<file path="config.mk">
export PLATFORM = sky130hd
export DESIGN_NAME = circular_deque
export DESIGN_NICKNAME = d
export VERILOG_FILES = /design/src/design/cdq_pkg.sv /design/src/design/circular_deque.sv
export SDC_FILE = /design/constraint.sdc
export NUM_CORES = 1
export LEC_CHECK = 0
export BUFFER_PORTS_ARGS = -buffer_cell sky130_fd_sc_hd__buf_2
export CAP_MARGIN = 20
export CORE_AREA = 2 2 229 231
export CTS_CLUSTER_DIAMETER = 60
export DETAILED_ROUTE_END_ITERATION = 10
export DIE_AREA = 0 0 231 233
export SETUP_SLACK_MARGIN = 0.3
export SYNTH_ARGS = -nofsm -noshare
export SYNTH_HDL_FRONTEND = slang
export SYNTH_SLANG_ARGS = --single-unit
</file>
<file path="constraint.sdc">
create_clock -name clk_i -period 7.9 [get_ports clk_i]
set_input_delay 1.185 -clock clk_i [delete_from_list [all_inputs] [get_ports clk_i]]
set_output_delay 1.185 -clock clk_i [all_outputs]
set_load 0.005 [all_outputs]
</file>
<file path="src/design/cdq_pkg.sv">
`timescale 1ns / 1ps

package cdq_pkg;

  localparam int unsigned DATA_W = 32;
  localparam int unsigned KIND_W = 3;

  typedef enum logic [KIND_W-1:0] {
    KIND_PUSH_BACK  = 3'd0,
    KIND_POP_BACK   = 3'd1,
    KIND_PUSH_FRONT = 3'd2,
    KIND_PEEK_FRONT = 3'd3,
    KIND_PEEK_BACK  = 3'd4,
    KIND_CLEAR      = 3'd5
  } kind_e;

endpackage

</file>
<file path="src/design/circular_deque.sv">
`timescale 1ns / 1ps

// Channel   Direction  Handshake               Payload
// request   in         start_i & !busy_o       kind_i, item_value_i
// result    out        done_o (one cycle)      ok_o, read_value_o, now_empty_o, now_full_o
//
// One request per cycle; its result strobes on done_o in the cycle after acceptance.
// The slot memory has at most one write or one read per request, read data registered once.
// A write lands at the accepting edge, so the next request already sees it.
// busy_o is high for the first cycle after reset only.
// The receiver cannot stall; results are never held back.

module circular_deque
  import cdq_pkg::*;
#(
  parameter int unsigned SLOTS     = 16,
  parameter int unsigned WORD_BITS = 32
) (
  input  logic              clk_i,
  input  logic              rst_ni,
  input  logic              start_i,
  output logic              busy_o,
  input  logic [KIND_W-1:0] kind_i,
  input  logic [DATA_W-1:0] item_value_i,
  output logic              done_o,
  output logic              ok_o,
  output logic [DATA_W-1:0] read_value_o,
  output logic              now_empty_o,
  output logic              now_full_o
);

  localparam int unsigned IDX_W = (SLOTS > 1) ? $clog2(SLOTS) : 1;
  localparam logic [IDX_W-1:0] LAST_IDX = IDX_W'(SLOTS - 1);

  logic [WORD_BITS-1:0] mem_q [SLOTS];
  logic [WORD_BITS-1:0] rdata_q;

  logic [IDX_W-1:0] head_q, head_d;
  logic [IDX_W-1:0] tail_q, tail_d;
  logic             busy_q;
  logic             done_q;
  logic             ok_q, ok_d;
  logic             rd_q, rd_d;
  logic             empty_q, full_q;

  logic             accept;
  logic             empty_now, full_now;
  logic [IDX_W-1:0] tail_next, tail_prev, head_prev, head_next_d_chk;
  logic             wr_en, rd_en;
  logic [IDX_W-1:0] waddr, raddr;
  logic [63:0]      item_ext;
  logic [63:0]      rdata_ext;
  logic [WORD_BITS-1:0] wdata;

  assign accept    = start_i & ~busy_q;
  assign tail_next = (tail_q == LAST_IDX) ? '0 : tail_q + IDX_W'(1);
  assign tail_prev = (tail_q == '0) ? LAST_IDX : tail_q - IDX_W'(1);
  assign head_prev = (head_q == '0) ? LAST_IDX : head_q - IDX_W'(1);
  assign empty_now = (head_q == tail_q);
  assign full_now  = (tail_next == head_q);

  assign item_ext = 64'(item_value_i);
  assign wdata    = item_ext[WORD_BITS-1:0];

  always_comb begin
    head_d = head_q;
    tail_d = tail_q;
    ok_d   = 1'b0;
    rd_d   = 1'b0;
    wr_en  = 1'b0;
    rd_en  = 1'b0;
    waddr  = tail_q;
    raddr  = head_q;
    case (kind_e'(kind_i))
      KIND_PUSH_BACK: begin
        if (!full_now) begin
          wr_en  = 1'b1;
          waddr  = tail_q;
          tail_d = tail_next;
          ok_d   = 1'b1;
        end
      end
      KIND_POP_BACK: begin
        if (!empty_now) begin
          rd_en  = 1'b1;
          raddr  = tail_prev;
          tail_d = tail_prev;
          ok_d   = 1'b1;
          rd_d   = 1'b1;
        end
      end
      KIND_PUSH_FRONT: begin
        if (!full_now) begin
          wr_en  = 1'b1;
          waddr  = head_prev;
          head_d = head_prev;
          ok_d   = 1'b1;
        end
      end
      KIND_PEEK_FRONT: begin
        if (!empty_now) begin
          rd_en = 1'b1;
          raddr = head_q;
          ok_d  = 1'b1;
          rd_d  = 1'b1;
        end
      end
      KIND_PEEK_BACK: begin
        if (!empty_now) begin
          rd_en = 1'b1;
          raddr = tail_prev;
          ok_d  = 1'b1;
          rd_d  = 1'b1;
        end
      end
      KIND_CLEAR: begin
        head_d = '0;
        tail_d = '0;
        ok_d   = 1'b1;
      end
      default: begin
      end
    endcase
  end

  assign head_next_d_chk = (tail_d == LAST_IDX) ? '0 : tail_d + IDX_W'(1);

  always_ff @(posedge clk_i) begin
    if (accept && wr_en) begin
      mem_q[waddr] <= wdata;
    end
    if (accept && rd_en) begin
      rdata_q <= mem_q[raddr];
    end
  end

  always_ff @(posedge clk_i or negedge rst_ni) begin
    if (!rst_ni) begin
      busy_q  <= 1'b1;
      head_q  <= '0;
      tail_q  <= '0;
      done_q  <= 1'b0;
      ok_q    <= 1'b0;
      rd_q    <= 1'b0;
      empty_q <= 1'b1;
      full_q  <= 1'b0;
    end else begin
      busy_q <= 1'b0;
      done_q <= accept;
      if (accept) begin
        head_q  <= head_d;
        tail_q  <= tail_d;
        ok_q    <= ok_d;
        rd_q    <= rd_d;
        empty_q <= (head_d == tail_d);
        full_q  <= (head_next_d_chk == head_d);
      end
    end
  end

  assign rdata_ext    = 64'(rdata_q);
  assign busy_o       = busy_q;
  assign done_o       = done_q;
  assign ok_o         = ok_q;
  assign read_value_o = rd_q ? rdata_ext[DATA_W-1:0] : '0;
  assign now_empty_o  = empty_q;
  assign now_full_o   = full_q;

`ifndef SYNTHESIS
  a_one_result: assert property (@(posedge clk_i) disable iff (!rst_ni)
    (start_i && !busy_o) |=> done_o)
    else $error("accepted transaction gave no result");

  a_no_spurious: assert property (@(posedge clk_i) disable iff (!rst_ni)
    !(start_i && !busy_o) |=> !done_o)
    else $error("result without transaction");

  a_flags_exclusive: assert property (@(posedge clk_i) disable iff (!rst_ni)
    done_o |-> !(now_empty_o && now_full_o))
    else $error("queue reported empty and full");

  a_refused_zero: assert property (@(posedge clk_i) disable iff (!rst_ni)
    (done_o && !ok_o) |-> (read_value_o == '0))
    else $error("refused transaction returned data");
`endif

endmodule

</file>
==> summary.md, run 1 <==
| Metric | Value |
|---|---|
| Grt met3 use | 2.941% |
| Async S/R FF share, synth | 2.509% |
| Synth warnings | 0 |
| Fmax | 223.5 MHz |
| DRC viols | 0 |
| Top cells by area, synth | edfxtp_1, a211oi_1, nand2_1 |
| Largest net degree at the start of global routing | 208 |
| Initial core utilization | 44.77% |
| Crit Path Category | primary input to register |
| ANT nets after route | 0 |
| PD cells | 333.4 mW/mm² |
| Post-cts resize count | 0 |
| Met2 usage | 33.78% |
| Pins Over Slew Limit | 0 |
| Reg clk slew, reported paths | 0.06 ns |
| Post-synthesis cell count | 1643 |
| CTS max path bufs | 3 |
| Via density | 5.663 |
| Worst path cell trace | buf_2 -> nor2b_1 -> o211ai_1 -> mux2_8 -> buf_4 -> and2_1 -> a211oi_1 -> a311oi_1 -> a211oi_1 -> a21oi_1 |
| Crit path max fanout | 144 |
| Die Ht | 233 µm |
| Hold-fix buffers at CTS | 0 |
| Crit. End Element | register |
| Most Crowded Layer GR | met2 |
| Hold WC Path Type | primary input to async pin |
| CTS sink count | 558 |
| Final Critical Period | 4.474 ns |
| Routability cong. | 0.8670 |
| Status | finished, final reports clean |
| Measured slew at the worst slew-check pin | 1.095 ns |
| WL final | 53.59 mm |
| Max-slew headroom | 26.69% |
| Seq cells post-synth | 558 |
| Ports | 75 |
| Total power | 0.008572 W |
| Initial antenna violation count | 2 |
| Clock root buffer master | clkbuf_16 |
| First-pass GRT wire length | 80.92 mm |
| Max rail drop VDD | 0.2451 mV |
| Non-filler instance count after layout | 2403 |
| Slowest Stage Delay on Critical Path | 0.90 ns |
| Pre-Repair DR Iteration Count | 5 |
| Die area | 0.05382 mm² |
| Top_reg_cell synth | edfxtp_1 |
| EDFF count, synth | 544 |
| Total CTS buffers | 55 |
| Die width | 231 µm |
| Seq/Total Area, Yosys | 72.95% |
| Fin crit share | 56.63% |
| Slowest CP cell | mux2_8 |
| Initial drt markers | 1450 |
| Final instance area | 0.02571 mm² |
| Share of layout cells above drive strength 1 | 11.67% |
| Synth unique cells | 61 |
| Cell Count Post-Placement | 2302 |
| Skew-Pair Late Insertion Delay | 0.61 ns |
| RSZ-0062 raised after global routing | false |
| DP HPWL | 25.57 mm |
| Commonest cells in the netlist | edfxtp_1, nand2_1, a211oi_1 |
| # fillers | 4294 |
| Worst EP required | 8.35 ns |
| Buffers & Inverters on Critical Path | 2 |
| Rows | 83 |
| Congestion Overflow GR | 0 |
| Input/output buffers | 74 |
| Area leader, netlist | edfxtp_1 |
| Most used cell, CP | a211oi_1 |
| Met1 Use GR | 27.22% |
| CP arrival | 4.92 ns |
| H-tree Lvls | 2 |
| Setup_tns | 0 ns |
| Setup Viol. Count Final | 0 |
| CTS tree | done |
| Most frequent cell after synthesis | edfxtp_1 |
| # nets final | 1722 |
| Area Overhead vs Synth | 12.41% |
| Post-synth top area share | 71.41% |
| Post-synthesis cell area | 0.02288 mm² |
| # diodes | 0 |
| Mean routed wirelength per cell | 22.30 µm |
| Post-DP Area | 0.02401 mm² |
| Total number of vias | 13610 |
| Top Family by Delay on Critical Path | compound AO/OA/AOI/OAI gates |
| Vias in the first global route | 13050 |
| Core area | 0.05109 mm² |
| Post-CTS setup buffer count | 0 |
| Max-cap violations | 0 |
| Total GRT Usage | 20.06% |
| Layout Skew | 0.01360 ns |
| Final Hold Vio Count | 0 |
| Post-synthesis net count | 1686 |
| Leakage power | 8.290 nW |
| Startpoint types | primary input |
| Average size of a mapped cell | 13.92 µm² |
-- worst reg2reg max path, delay by kind of cell, from the launching register on --
family	cells	cell delay [ns]
XOR/XNOR	1	0.28
buffers and inverters	2	0.61
flip-flops	1	0.60
AO/OA/AOI/OAI	2	0.43
AND/OR/NAND/NOR	5	1.81
adder cells (fa/ha/maj)	1	0.38
-- layer usage --
metal | vias up | wire, µm
li1 | 6350 | -
met1 | 6859 | 23730
met2 | 319 | 26140
met3 | 76 | 2713
met4 | 4 | 980
met5 | - | 27
-- final cells by class --
type                       count  area, µm²  share of cell area (%)
sequential                   558      16690                   64.90
multi-input combinational    954       5838                   22.70
clock buffer                  72       1483                   5.766
tap                          680      850.8                   3.309
timing repair buffer         101      598.1                   2.326
clock inverter                29      222.7                  0.8661
inverter                       9      33.78                  0.1314
-- final timing paths --
path / from / endpoint / slack [ns] / cells after the start
worst max-delay path: kind_i[0] / rdata_q[18] / 3.43 / 10
worst min-delay path: rst_ni / now_full_o / 0.47 / 1
worst max register to register: tail_q[1] / mem_q[10][15] / 3.45 / 11
worst min register to register: now_full_o / now_full_o / 0.52 / 2
max in group asynchronous: rst_ni / busy_o / 7.13 / 1
min in group clk_i: now_full_o / now_full_o / 0.52 / 2
-- per-stage QoR --
step,setup slack [ns],hold slack [ns],util (%)
after detailed placement,2.836,0.4986,46.99
final,3.426,0.4732,50.33
after CTS,3.411,0.4590,50.33
after floorplan,3.508,0.4726,-
after global routing,3.139,0.4823,50.33
after global placement,2.955,0.4735,46.99
-- cells in the final DEF, fill, tap and decap left out, types with 8 or more instances in the layout --
master / instances
edfxtp_1: 544
nand2_1: 275
a211oi_1: 161
and2_1: 144
a21oi_1: 78
buf_2: 74
a31oi_1: 70
a311oi_1: 65
clkbuf_16: 57
buf_4: 25
and2_0: 18
clkinv_1: 18
nor2_1: 16
o21ai_0: 16
nor2_4: 16
clkbuf_1: 15
xnor2_1: 13
dfrtp_1: 12
inv_1: 8
nor3_1: 8
-- kinds of logic after synthesis --
group	after synthesis	share of synthesized area [%]
flip-flops	558	72.95
AND/OR/NAND/NOR	511	10.67
AO/OA/AOI/OAI	416	12.82
buffers and inverters	131	2.314
XOR/XNOR	17	0.7712
adder cells (fa/ha/maj)	5	0.2735
multiplexers	4	0.1860
other	1	0.01639
-- flip-flops by register name, indices dropped and copies added (netlist names) --
register     cells
tail_q           4
busy_o           1
now_full_o       1
head_q           4
mem_q          512
rd_q             1
rdata_q         32
now_empty_o      1
done_o           1
ok_o             1
-- report_power, final --
part           internal [W]  total (W)  switching (W)  leakage, nW
clock network       0.00142    0.00249        0.00108        0.823
registers           0.00340    0.00348      0.0000846         5.07
logic              0.000886    0.00260        0.00171         2.40
total               0.00570    0.00857        0.00287         8.29
Power figures use the tool's default switching activity.
==> inputs of run 2 (changes only) <==
- clock period: 7.9 -> 4.34 ns (I/O delays scaled with it)
==> run 2 against run 1 <==
Clock-buffer cell count shrank 3. Wire length down 1.1%. Total power is 94% higher. Worst setup slack got worse by 2.8 ns. Clock power grew 110%. First-iteration DRC count is 17% lower. Critical path depth rose by 1. Final cell count up 1.3%. Global-route usage is 0.25 points lower.
==> summary.md, run 2 (synthesis gave the netlist of run 1 again) <==
| Metric | Value |
|---|---|
| Status | finished, final reports clean |
| Cell Count Post-Placement | 2327 |
| Ports | 75 |
| Initial drt markers | 1203 |
| Max rail drop VDD | 0.3380 mV |
| Die area | 0.05382 mm² |
| Sw frac | 32.95% |
| Area Overhead vs Synth | 15.50% |
| Setup slack after layout | 0.6508 ns |
| Startpoint types | register |
| Max-slew headroom | 26.32% |
| Skew-Pair Late Insertion Delay | 0.61 ns |
| Congestion Overflow GR | 0 |
| Leakage power | 8.626 nW |
| Worst EP required | 4.63 ns |
| Initial core utilization | 44.77% |
| Max reg flops | 512 |
| Max-cap violations | 0 |
| Clock root buffer master | clkbuf_16 |
| Reg clk slew, reported paths | 0.06 ns |
| Final Critical Period | 3.689 ns |
| DRC viols | 0 |
| # fillers | 4256 |
| Initial antenna violation count | 1 |
| ANT nets after route | 0 |
| Crit. End Element | register |
| Top reg by flops | mem_q |
| CP arrival | 3.98 ns |
| # nets final | 1750 |
| Layout Utilization | 51.71% |
| Input/output buffers | 74 |
| Sw power | 0.005467 W |
| Total GRT Usage | 19.81% |
| Measured slew at the worst slew-check pin | 1.100 ns |
| Int Power | 0.01112 W |
| Fmax | 271.1 MHz |
| Setup Viol. Count Final | 0 |
| Reg power frac | 38.2% |
| Final Hold Vio Count | 0 |
| Non-filler instance count after layout | 2434 |
| Pre-Repair DR Iteration Count | 5 |
| PD cells | 627.8 mW/mm² |
| Share of layout cells above drive strength 1 | 13.80% |
| Via density | 5.637 |
| Largest net degree at the start of global routing | 95 |
| Crit path max fanout | 32 |
| Setup_tns | 0 ns |
| Core area | 0.05109 mm² |
| Pins Over Slew Limit | 0 |
| Largest regs | mem_q: 512 flops, rdata_q: 32 flops |
| Total number of vias | 13720 |
| RSZ-0062 raised after global routing | false |
| Total CTS buffers | 56 |
| Clock network power share | 31.1% |
| DP HPWL | 29.39 mm |
| Dpl ws | 0.4162 ns |
| Commonest non-fill, non-tap cell in the layout | edfxtp_1 |
| H-tree Lvls | 2 |
| Mean routed wirelength per cell | 21.77 µm |
| Routability cong. | 0.7941 |
| Most frequent cells in the layout | edfxtp_1, nand2_1, a211oi_1, and2_1, a21oi_1 |
| CTS tree | done |
| Rows | 83 |
| Combinational share of power | 30.7% |
| Total power | 0.01659 W |
| Layout Skew | 0.01182 ns |
| CTS sink count | 558 |
| Vias in the first global route | 13110 |
| WL final | 52.98 mm |
| CTS max path bufs | 3 |
| Crit Path Category | register to register |
| Die Ht | 233 µm |
| First-pass GRT wire length | 80.95 mm |
| Die width | 231 µm |
| Fin crit share | 85.00% |
| Hold WC Path Type | primary input to register |
==> run 2: cell count changes in the layout (fill, tap and decap cells not counted) <==
| cell | delta |
|---|---|
| bufinv_16 | +9 |
| buf_12 | +18 |
| diode_2 | +1 |
| dfrtp_1 | -2 |
| buf_6 | +5 |
| dlygate4sd3_1 | +1 |
| clkinv_2 | +4 |
| dfrtp_2 | +2 |
| clkinv_1 | -7 |
| clkbuf_1 | -3 |
| buf_4 | +3 |
==> run 2: area by class of cell <==
class | count | area (µm²) | share of cell area [%]
Sequential cell | 558 | 16690 | 63.17
Multi-Input combinational cell | 954 | 5838 | 22.10
Clock buffer | 69 | 1471 | 5.569
Inverter | 9 | 33.78 | 0.1279
Clock inverter | 35 | 486.7 | 1.842
Tap cell | 680 | 850.8 | 3.220
Timing Repair Buffer | 128 | 1047 | 3.964
Antenna cell | 1 | 2.502 | 0.009471
==> run 2: power by group through the flow <==
stage / clock (W) / sequential (W) / combinational, W
2_1_floorplan: 0 / 0.00635 / 0.00356
3_3_place_gp: 0 / 0.00645 / 0.00509
3_5_place_dp: 0 / 0.00645 / 0.00512
4_1_cts: 0.00525 / 0.00634 / 0.00515
5_1_grt: 0.00546 / 0.00636 / 0.00564
6_report: 0.00516 / 0.00634 / 0.00509
==> run 2: path summary, 6_finish.rpt <==
check / endpoint / startpoint / slack (ns) / cells past startpoint
setup reg to reg: mem_q[8][15] / tail_q[0] / 0.65 / 11
hold / removal: mem_q[14][11] / item_value_i[11] / 0.42 / 1
hold reg to reg: now_full_o / now_full_o / 0.48 / 2
min in group asynchronous: done_o / rst_ni / 0.49 / 2
setup / recovery: mem_q[8][15] / tail_q[0] / 0.65 / 11
max in group asynchronous: now_empty_o / rst_ni / 3.54 / 2
==> run 2: timing repair <==
item,CTS,global route
buffers inserted,0,1
resized for setup,0,7
hold buffers,1,0
endpoints found under the hold margin,12,0
setup endpoints to repair,0,357
==> run 2: worst max-delay path, stage by stage, from the launching register on <==
cell and delay (ns):
dfrtp_2 0.50, ha_1 0.32, inv_1 0.11, a311oi_4 0.34, xnor2_1 0.28, nand2b_4 0.32
nand2_1 0.18, nor2_1 0.15, a21oi_1 0.09, or3b_2 0.62, nor2_4 0.17, buf_12 0.25
==> run 2: stage by stage <==
step                instance area [µm²]  hold WS [ns]
floorplan                         22880        0.3554
global placement                  24420        0.4644
detailed placement                24420        0.4713
CTS                               26390        0.3847
global route                      26420        0.4052
finish                            26420        0.4170
==> run 2: per-layer routing <==
metal / track usage [%] / vias up / wire length [µm]
met5: 0 / - / 0
met4: 5.222 / 0 / 1100
met3: 3.260 / 76 / 2668
met2: 31.76 / 326 / 25050
met1: 28.19 / 6878 / 24160
li1: - / 6441 / -
==> inputs of run 3 (changes only) <==
- BUFFER_PORTS_ARGS: -buffer_cell sky130_fd_sc_hd__buf_2 -> not set
- DONT_BUFFER_PORTS: not set -> 1
==> run 3 against run 2 <==
Final cell count decreased by 2.6%. Utilization decreased by 0.78 points. First-iteration DRC count decreased by 12%. Hold slack got worse by 0.28 ns. Critical path type unchanged. Largest power group unchanged. Highest routed layer unchanged.
==> summary.md, run 3 (synthesis gave the netlist of run 1 again) <==
| Metric | Value |
|---|---|
| Die width | 231 µm |
| Pins Over Slew Limit | 0 |
| CTS max path bufs | 3 |
| Fmax | 261.6 MHz |
| Setup slack after layout | 0.5167 ns |
| Top reg by flops | mem_q |
| Setup_tns | 0 ns |
| Total number of vias | 13520 |
| Die area | 0.05382 mm² |
| CTS sink count | 558 |
| Largest net degree at the start of global routing | 100 |
| Status | finished, final reports clean |
| # diodes | 0 |
| Reg2reg start | tail_q[1] |
| Crit Path Category | register to register |
| Routability cong. | 0.8238 |
| # nets final | 1691 |
| Congestion Overflow GR | 0 |
| Critical Path End | mem_q[8][13] |
| DP HPWL | 28.75 mm |
| Max-cap violations | 0 |
| Ports | 75 |
| Largest regs | mem_q: 512 flops, rdata_q: 32 flops |
| Share of layout cells above drive strength 1 | 10.65% |
| Flop2flop setup slack | 0.52 ns |
| Initial core utilization | 44.77% |
| Total GRT Usage | 19.31% |
| ANT nets after route | 0 |
| PD cells | 614.0 mW/mm² |
| Fin crit share | 88.09% |
| H-tree Lvls | 2 |
| Max rail drop VDD | 0.5104 mV |
| Leakage power | 8.283 nW |
| Hold WC Path Type | primary input to register |
| Worst EP required | 4.62 ns |
| Layout Utilization | 50.93% |
| Final Critical Period | 3.823 ns |
| Input/output buffers | 0 |
| Max reg flops | 512 |
| Final Hold Vio Count | 0 |
| Worst reg2reg path endpoint | mem_q[8][13] |
| Commonest non-fill, non-tap cell in the layout | edfxtp_1 |
| Non-filler instance count after layout | 2370 |
| DRC viols | 0 |
| Pre-Repair DR Iteration Count | 5 |
| Total power | 0.01598 W |
| Mean routed wirelength per cell | 21.72 µm |
| Layout Skew | 0.02404 ns |
| Clock root buffer master | clkbuf_16 |
| Most frequent cells in the layout | edfxtp_1, nand2_1, a211oi_1, and2_1, a21oi_1 |
| Vias in the first global route | 13200 |
| Setup Viol. Count Final | 0 |
| CP arrival | 4.10 ns |
| Measured slew at the worst slew-check pin | 1.033 ns |
| Total CTS buffers | 56 |
| Skew-Pair Late Insertion Delay | 0.61 ns |
| RSZ-0062 raised after global routing | false |
| Startpoint types | register |
| Crit. End Element | register |
| Max-slew headroom | 30.79% |
| Initial drt markers | 1053 |
| Origin of the worst setup path | tail_q[1] |
| Crit path max fanout | 32 |
| Area Overhead vs Synth | 13.76% |
| Cell Count Post-Placement | 2251 |
| Rows | 83 |
| Die Ht | 233 µm |
| Initial antenna violation count | 0 |
| Reg clk slew, reported paths | 0.06 ns |
| CTS tree | done |
| Dpl ws | 0.4567 ns |
| WL final | 51.47 mm |
| Core area | 0.05109 mm² |
| Worst-case reg-to-reg path depth | 11 |
| First-pass GRT wire length | 79.36 mm |
| Via density | 5.706 |
[run 3: stage by stage]
stage	instance area (µm²)	hold slack [ns]
detailed placement	24100	0.3556
floorplan	22880	0.3554
global route	26020	0.09756
global placement	24100	0.3557
CTS	25880	0.09200
finish	26020	0.1336
[run 3: power breakdown]
group / switching [W] / total, W / internal [W] / leakage [nW]
Sequential: 0.000135 / 0.00632 / 0.00619 / 5.07
Clock: 0.00199 / 0.00466 / 0.00266 / 0.856
Combinational: 0.00322 / 0.00500 / 0.00178 / 2.36
Total: 0.00535 / 0.0160 / 0.0106 / 8.28
[run 3: routing by layer]
layer	vias up	routed length [µm]	track usage, %
met5	-	0	0
met4	0	1258	5.907
met3	80	2329	3.358
met2	307	25200	32.41
met1	6835	22680	25.74
li1	6301	-	-
[run 3: worst min-delay path by stage]
stage                           startpoint  depth (start not counted)  slack, ns            to
after floorplan                     rst_ni                          0       0.36        done_o
after global placement              rst_ni                          0       0.36          rd_q
after detailed placement            rst_ni                          0       0.36        done_o
after CTS                 item_value_i[12]                          0       0.09  mem_q[7][12]
after global routing      item_value_i[12]                          0        0.1  mem_q[7][12]
final                      item_value_i[4]                          0       0.13   mem_q[3][4]
[run 3: final cells by class]
class | count | area [µm²]
inverters | 9 | 33.78
fillers | 4287 | 25070
multi-input cells | 954 | 5844
repair buffers | 69 | 833.3
flip-flops and latches | 558 | 16690
well taps | 680 | 850.8
clock inverters | 37 | 342.8
clock buffers | 63 | 1428
[run 3: critical path, cell delays in order (launching register included)]
cell and delay (ns):
dfrtp_1 0.60, ha_1 0.36, inv_1 0.11, a311oi_4 0.35, xnor2_1 0.27, nand2b_4 0.31
nand2_1 0.17, nor2_1 0.15, a21oi_1 0.09, or3b_2 0.63, nor2_4 0.17, buf_12 0.28
[run 3: what timing repair did]
action                                 4_1_cts  5_1_grt
endpoints found under the hold margin       14        0
buffers inserted                             0       18
setup endpoints to repair                    0      334
hold buffers                                 1        0
resized for setup                            0        2
